$ cat config.mk
export PLATFORM = sky130hd
export DESIGN_NAME = rads_div
export DESIGN_NICKNAME = d
export VERILOG_FILES = /design/src/hw/rtl/rads_pkg.sv /design/src/hw/rtl/rads_div.sv
export SDC_FILE = /design/constraint.sdc
export NUM_CORES = 2
export LEC_CHECK = 0
export ABC_AREA = 1
export BUFFER_PORTS_ARGS = -buffer_cell sky130_fd_sc_hd__buf_4
export CAP_MARGIN = 20
export CORE_ASPECT_RATIO = 1.75
export CORE_MARGIN = 10
export CORE_UTILIZATION = 53
export CTS_CLUSTER_DIAMETER = 120
export DETAILED_ROUTE_END_ITERATION = 8
export PLACE_DENSITY = 0.65
export SYNTH_ARGS = -nofsm -noshare
export SYNTH_HDL_FRONTEND = slang
export SYNTH_SLANG_ARGS = --single-unit
export TNS_END_PERCENT = 1
$ cat constraint.sdc
create_clock -name clock -period 5.2 [get_ports clock]
set_clock_uncertainty 0.2 [all_clocks]
set_input_delay 0.78 -clock clock [delete_from_list [all_inputs] [get_ports clock]]
set_output_delay 0.78 -clock clock [all_outputs]
set_load 0.1 [all_outputs]
$ cat src/hw/rtl/rads_pkg.sv
`default_nettype none

package rads_pkg;

   localparam int CSR_IDX_W  = 3;
   localparam int CSR_DATA_W = 19;

   typedef enum logic [CSR_IDX_W-1:0] {
      CSR_SF   = 3'd0,
      CSR_BW   = 3'd1,
      CSR_CR   = 3'd2,
      CSR_CRC  = 3'd3,
      CSR_DUTY = 3'd4
   } csr_index_type;

   typedef struct packed {
      logic [7:0] payload_bytes;
      logic       send_ok;
   } req_type;

   typedef struct packed {
      logic [28:0] airtime_us;
      logic [25:0] next_interval_ms;
   } rsp_type;

   localparam logic [3:0]  SF_RESET = 4'd9;
   localparam logic [18:0] BW_RESET = 19'd125000;
   localparam logic [3:0]  CR_RESET = 4'd5;

   localparam logic [3:0]  SF_MIN   = 4'd6;
   localparam logic [3:0]  SF_MAX   = 4'd12;
   localparam logic [18:0] BW_MIN   = 19'd7800;
   localparam logic [18:0] BW_MAX   = 19'd500000;
   localparam logic [3:0]  CR_MIN   = 4'd5;
   localparam logic [3:0]  CR_MAX   = 4'd8;
   localparam logic [18:0] LOWDR_BW = 19'd125000;
   localparam logic [3:0]  LOWDR_SF = 4'd11;

   localparam logic [19:0] AIR_SCALE = 20'd1000000;
   localparam logic [16:0] IVL_SCALE = 17'd99000;

   localparam logic [25:0] IVL_FLOOR = 26'd1000;
   localparam logic [25:0] IVL_FREE  = 26'd10000;
   localparam logic [25:0] IVL_FAIL  = 26'd2000;

   // restoring divider geometry
   localparam int DIV_Q_W = 29;
   localparam int DIV_N_W = 44;
   localparam int DIV_D_W = 21;
   localparam int DIV_H_W = DIV_N_W - DIV_Q_W;

   // ceil(2^16 / k); exact floor for numerators below 1024
   function automatic logic [15:0] rads_recip(input logic [3:0] k);
      logic [15:0] r;
      case (k)
         4'd6:    r = 16'd10923;
         4'd7:    r = 16'd9363;
         4'd8:    r = 16'd8192;
         4'd9:    r = 16'd7282;
         4'd10:   r = 16'd6554;
         4'd11:   r = 16'd5958;
         4'd12:   r = 16'd5462;
         default: r = 16'd0;
      endcase
      return r;
   endfunction

endpackage

`default_nettype wire

$ cat src/hw/rtl/rads_div.sv
`default_nettype none

module rads_div import rads_pkg::*; (
   input  logic               clock,
   input  logic [DIV_N_W-1:0] dividend,
   input  logic [DIV_D_W-1:0] divisor,
   output logic [DIV_Q_W-1:0] quotient
);

   typedef struct packed {
      logic [DIV_D_W-1:0] rem;
      logic [DIV_Q_W-1:0] pend;
      logic [DIV_Q_W-1:0] quo;
      logic [DIV_D_W-1:0] dvs;
   } div_stage_type;

   // one quotient bit per stage; remainder stays below the divisor
   function automatic div_stage_type div_step(input div_stage_type s);
      logic [DIV_D_W:0] t;
      logic [DIV_D_W:0] diff;
      div_stage_type    r;
      t      = {s.rem, s.pend[DIV_Q_W-1]};
      diff   = t - {1'b0, s.dvs};
      r      = s;
      r.pend = {s.pend[DIV_Q_W-2:0], 1'b0};
      if (t >= {1'b0, s.dvs}) begin
         r.rem = diff[DIV_D_W-1:0];
         r.quo = {s.quo[DIV_Q_W-2:0], 1'b1};
      end else begin
         r.rem = t[DIV_D_W-1:0];
         r.quo = {s.quo[DIV_Q_W-2:0], 1'b0};
      end
      return r;
   endfunction

   div_stage_type head;
   div_stage_type stage_in [DIV_Q_W];
   div_stage_type stage_ff [DIV_Q_W];

   always_comb begin
      head.rem  = {{(DIV_D_W-DIV_H_W){1'b0}}, dividend[DIV_N_W-1:DIV_Q_W]};
      head.pend = dividend[DIV_Q_W-1:0];
      head.quo  = '0;
      head.dvs  = divisor;
   end

   always_comb begin
      stage_in[0] = div_step(head);
      for (int i = 1; i < DIV_Q_W; i++) begin
         stage_in[i] = div_step(stage_ff[i-1]);
      end
   end

   always_ff @(posedge clock) begin
      for (int i = 0; i < DIV_Q_W; i++) begin
         stage_ff[i] <= stage_in[i];
      end
   end

   assign quotient = stage_ff[DIV_Q_W-1].quo;

endmodule

`default_nettype wire
-- Word level (Yosys, flattened, before mapping)
Memories as Yosys holds them, arrays and structs flattened.
Cells that the tools add are included.
- add/sub/neg operators: 29
- $mul: 0
- div/mod/pow operators: 0
- magnitude comparators: 29
- equality and inequality tests: 0
- shift-type cells: 0
- mux-type cells: 58
- bitwise logic cells: 0
- reductions and logical operators: 0
- operators by type and width (kind ; count):
    greater-or-equal comparator 22 x 21 -> 1 bit ; 28
    2-to-1 mux 21 bit ; 29
    subtractor 21 bit ; 28
    2-to-1 mux 1 bit ; 29
    greater-or-equal comparator 16 x 21 -> 1 bit ; 1
    subtractor 16 x 21 -> 21 bit ; 1
- bits in registers: 0
- bits in latches: 0
- bits in writable memories: 2871
- ROM bits: 0
- output and inout port bits: 29
- logic and storage cells: 117
- memories: 1
- memory list (memory ; words ; bits a word ; rd ports ; clocked after memory_dff ; wr ports ; RTL line ; RTL):
    stage_ff ; 29 ; 99 ; 29 ; 0 ; 29 ; rads_div.sv:38 ; div_stage_type stage_ff [DIV_Q_W];

-- Depth between registers and ports, before layout
An unclocked memory read counts as a cell.
- word-level depth: 3
- depth in mapped cells: 16
- mapped depth without buffers: 15

-- Worst setup path before layout
OpenSTA, ideal clock, no wires.
- path type: input -> register
- start point: in dividend[28]
- end point: mem stage_ff[0][98] (netlist bit)
- setup time: 0.109 ns
- arrival: 2.194 ns
- setup slack: 2.697 ns
- cell stages on the path: 11
- buffers on the path: 0
- path through: inv_1 ha_1 fa_1 o21ai_0 nand2_1 nand2_1 nand2_1 nand2_1 nand3b_1 nand2_1 inv_1
- RTL lines (what ; RTL line ; RTL):
    start: declaration ; rads_div.sv:5 ; input logic [DIV_N_W-1:0] dividend,
    end: declaration ; rads_div.sv:38 ;

==> reports/summary.txt <==
Outcome: completed
Max-Slew Margin vs Limit: 47.9%
Gate count after technology mapping: 12,458
Fillers: 15,989
Number of setup buffers added after CTS: 0
Share of synthesized cell area in and, or, nand and nor gates: 30.8%
Multiplexer fraction of the synthesized cell area: 0%
Number of max-cap violations: 0
Largest registers: stage_ff: 2017 flops
Largest net degree at the start of global routing: 25
Worst R2R Setup Slack: 1.79 ns
Power Dens Cells: 671 nW/um2
Synthesized-area fraction occupied by adder cells: 8.95%
Number of antenna violations at the first check in global routing: 3
Worst hold start: dividend[34]
Buffers plus inverters on the worst setup path: 2
Routed wire length: 264,000 um
Root buffer cell: sky130_fd_sc_hd__clkbuf_16
Wire length of the first global-routing pass: 407,000 um
Final setup violation count: 0
Final cycle utilization of the critical path: 65.6%
Die area: 189,000 um2
Kind of critical path: register to register
H-tree level count: 4
Critical path's largest stage delay: 0.74 ns
Chip Height: 567 um
Initial detailed-routing violation count: 3,923
Post-CTS sizing: 0
Layout Cell Area excl Fill: 99,800 um2
Mapped Nets: 13,156
Die Span X: 333 um
Remaining DRCs: 0
Most numerous cell types in the synthesized netlist: sky130_fd_sc_hd__nand2_1 (4,677), sky130_fd_sc_hd__inv_1 (2,112), sky130_fd_sc_hd__dfxtp_1 (2,017)
Number of rows in the core area: 200
Compound-Gate Fraction of Synth Area: 3.13%
Number of flip-flops and latches in the synthesized netlist: 2,017
WP data required: 5.75 ns
Vias in the first global route: 75,606
Count leader, synth: sky130_fd_sc_hd__nand2_1
Average vias per placed instance: 4.97
Maximum clock frequency: 293 MHz
Unique cell type count in the Yosys netlist: 39
Leakage: 54.6 nW
Final max-slew violation count: 0
I/O pin count: 95
Sequential area share after synthesis: 44.5%
Vias after detailed routing: 74,651
Register name with the most flops: stage_ff
Yosys warnings: 0
Worst reg2reg endpoint: stage_ff[0][1279]
Critical Path, Cell by Cell: ha_1 > inv_1 > fa_1 > nand2_1 > nand2_1 > nand3_1 > nand2_1 > nand2_1 > nand2_1 > nand2_1 > nand2_2 > inv_2 > nand2_1 > nand2_1
Max reg flops: 2,017
Share of cells above drive strength 1: 4.88%
Overall routing resource usage: 27.4%
Initial DRT Pass Iterations: 6
Final weighted congestion in routability-driven placement: 0.991
Clock period minus final worst setup slack: 3.41 ns
Post-placement cell area: 92,800 um2
Setup crit end kind: register
Crit path setup slack, layout: 1.79 ns
First element of the critical path: stage_ff[0][1089]
Most frequent cell on the critical path: sky130_fd_sc_hd__nand2_1
Post-route setup TNS: 0 ns
Area Overhead vs Synth: 10.0%
Initial Util: 53.4%
Number of buffers created by CTS: 185
Family with the most delay on the worst path: simple AND/OR/NAND/NOR gates
Syn_area_per_cell: 7.28 um2
Transition at the pin with the smallest max-transition slack: 0.782 ns
Reg2Reg Launch Point: stage_ff[0][1089]
Worst Path Max Fanout: 24
Core region area: 170,000 um2
Residual antenna-violating net count after detailed routing: 0
Number of nets in the layout: 13,351
Dominant combinational cell family by area after synthesis: simple AND/OR/NAND/NOR gates
Wire length per cell after detailed routing: 17.6 um
Share of the core filled with cells: 58.7%
I/O Buffers: 94
Most instantiated flip-flop cell in the synthesis netlist: sky130_fd_sc_hd__dfxtp_1
Maximum resistive drop on vdd: 0.000587 V
Worst hold path class: input port to register
Number of hold-slack violations in the final timing report: 0
Cell accounting for the most synthesized area: sky130_fd_sc_hd__dfxtp_1
Share of Yosys cell area claimed by the top area cell type: 44.5%
Placement Setup Slack: 1.81 ns
Final HPWL DP: 215,000 um
Worst Path Arrival: 3.96 ns
Post-synth ARST share: 0%
Max Root-Sink Buffers: 4
Number of placed cells counting well taps: 14,632
End point of the worst hold path: stage_ff[0][84]
Number of instances on the worst hold path: 3
CTS tree: yes
Worst skew pair latency: 0.84 ns
Post-Synth XOR/XNOR Area: 2.16%
CP max stage cell: sky130_fd_sc_hd__dfxtp_1
Count of flip-flops with a built-in enable after synthesis: 0
Largest cells by area after synthesis: sky130_fd_sc_hd__dfxtp_1 (45%), sky130_fd_sc_hd__nand2_1 (19%), sky130_fd_sc_hd__inv_1 (8.7%)
Number of standard cells in the layout, taps in and fillers out: 15,026
Startpoint Class: register
Total overflow reported by the global router: 0
Unrepaired setup endpoints after global routing: no
Area of the mapped netlist: 90,700 um2
Clock Pin Slew Worst Setup and Hold Paths: 0.07 ns
Worst R2R Path Depth: 14
Sinks on Clock Net: 2,017
==> stage by stage <==
step,hold WS [ns],total power [W]
after detailed placement,0.112,0.0527
after global placement,0.109,0.0525
after CTS,0.00253,0.0672
final,0.0443,0.0670
after global routing,0.0466,0.0720
after floorplan,0.110,0.0447
==> cell usage in the layout (no fill, tap or decap), types with 73 or more instances in the layout <==
cell type                   count
sky130_fd_sc_hd__nand2_1     4677
sky130_fd_sc_hd__clkbuf_16    187
sky130_fd_sc_hd__nand3b_1     129
sky130_fd_sc_hd__nand4_1       73
sky130_fd_sc_hd__a21oi_1      395
sky130_fd_sc_hd__inv_1       2112
sky130_fd_sc_hd__nand3_1      766
sky130_fd_sc_hd__nor2_1       830
sky130_fd_sc_hd__xor2_1       220
sky130_fd_sc_hd__ha_1         604
sky130_fd_sc_hd__buf_4         95
sky130_fd_sc_hd__dfxtp_1     2017
==> kinds of logic after synthesis <==
group,after synthesis
AO/OA/AOI/OAI,522
AND/OR/NAND/NOR,6761
buffers and inverters,2302
flip-flops,2017
adder cells (fa/ha/maj),632
XOR/XNOR,224
==> per-layer routing <==
layer | wire length (um) | track usage (%) | vias to the layer above
met2 | 140000 | 53.1 | 1811
li1 | - | - | 38247
met1 | 92000 | 25.8 | 33723
met5 | 0 | 0 | -
met3 | 7910 | 2.70 | 870
met4 | 24300 | 21.9 | 0
==> cell type report <==
class	instances	area, um2	share of cell area, %
repair buffers	151	1270	1.28
diodes	4	10.0	0.0100
multi-input cells	8139	40900	41.0
clock inverters	104	1310	1.31
inverters	2159	8100	8.12
well taps	2222	2780	2.79
clock buffers	230	5070	5.08
flip-flops and latches	2017	40400	40.5
==> worst reg2reg max path: stages, from the launching register on <==
cell,delay (ns)
sky130_fd_sc_hd__dfxtp_1,0.74
sky130_fd_sc_hd__ha_1,0.25
sky130_fd_sc_hd__inv_1,0.09
sky130_fd_sc_hd__fa_1,0.43
sky130_fd_sc_hd__nand2_1,0.10
sky130_fd_sc_hd__nand2_1,0.07
sky130_fd_sc_hd__nand3_1,0.07
sky130_fd_sc_hd__nand2_1,0.10
sky130_fd_sc_hd__nand2_1,0.11
sky130_fd_sc_hd__nand2_1,0.08
sky130_fd_sc_hd__nand2_1,0.08
sky130_fd_sc_hd__nand2_2,0.33
sky130_fd_sc_hd__inv_2,0.48
sky130_fd_sc_hd__nand2_1,0.11
sky130_fd_sc_hd__nand2_1,0.12
==> how the worst max path moves through the flow <==
stage                                    to  slack [ns]  cells after the start
after floorplan             stage_ff[0][98]        2.70                     11
after global placement      stage_ff[0][97]        1.77                     10
after detailed placement    stage_ff[0][97]        1.81                     10
after CTS                 stage_ff[0][1279]        1.83                     14
after global routing      stage_ff[0][1283]        1.65                     14
final                     stage_ff[0][1279]        1.79                     14
==> what timing repair did <==
item                       in CTS  in global routing
hold buffers                   56                  0
hold endpoints to repair       56                  0
setup endpoints to repair       0                  0
==> report_power, final <==
group	switching [W]	leakage [nW]	internal (W)
combinational	0.0202	34.6	0.00984
sequential	0.00301	17.0	0.0197
clock	0.00611	3.10	0.00804
total	0.0293	54.6	0.0376
(Power assumes the default switching activity.)
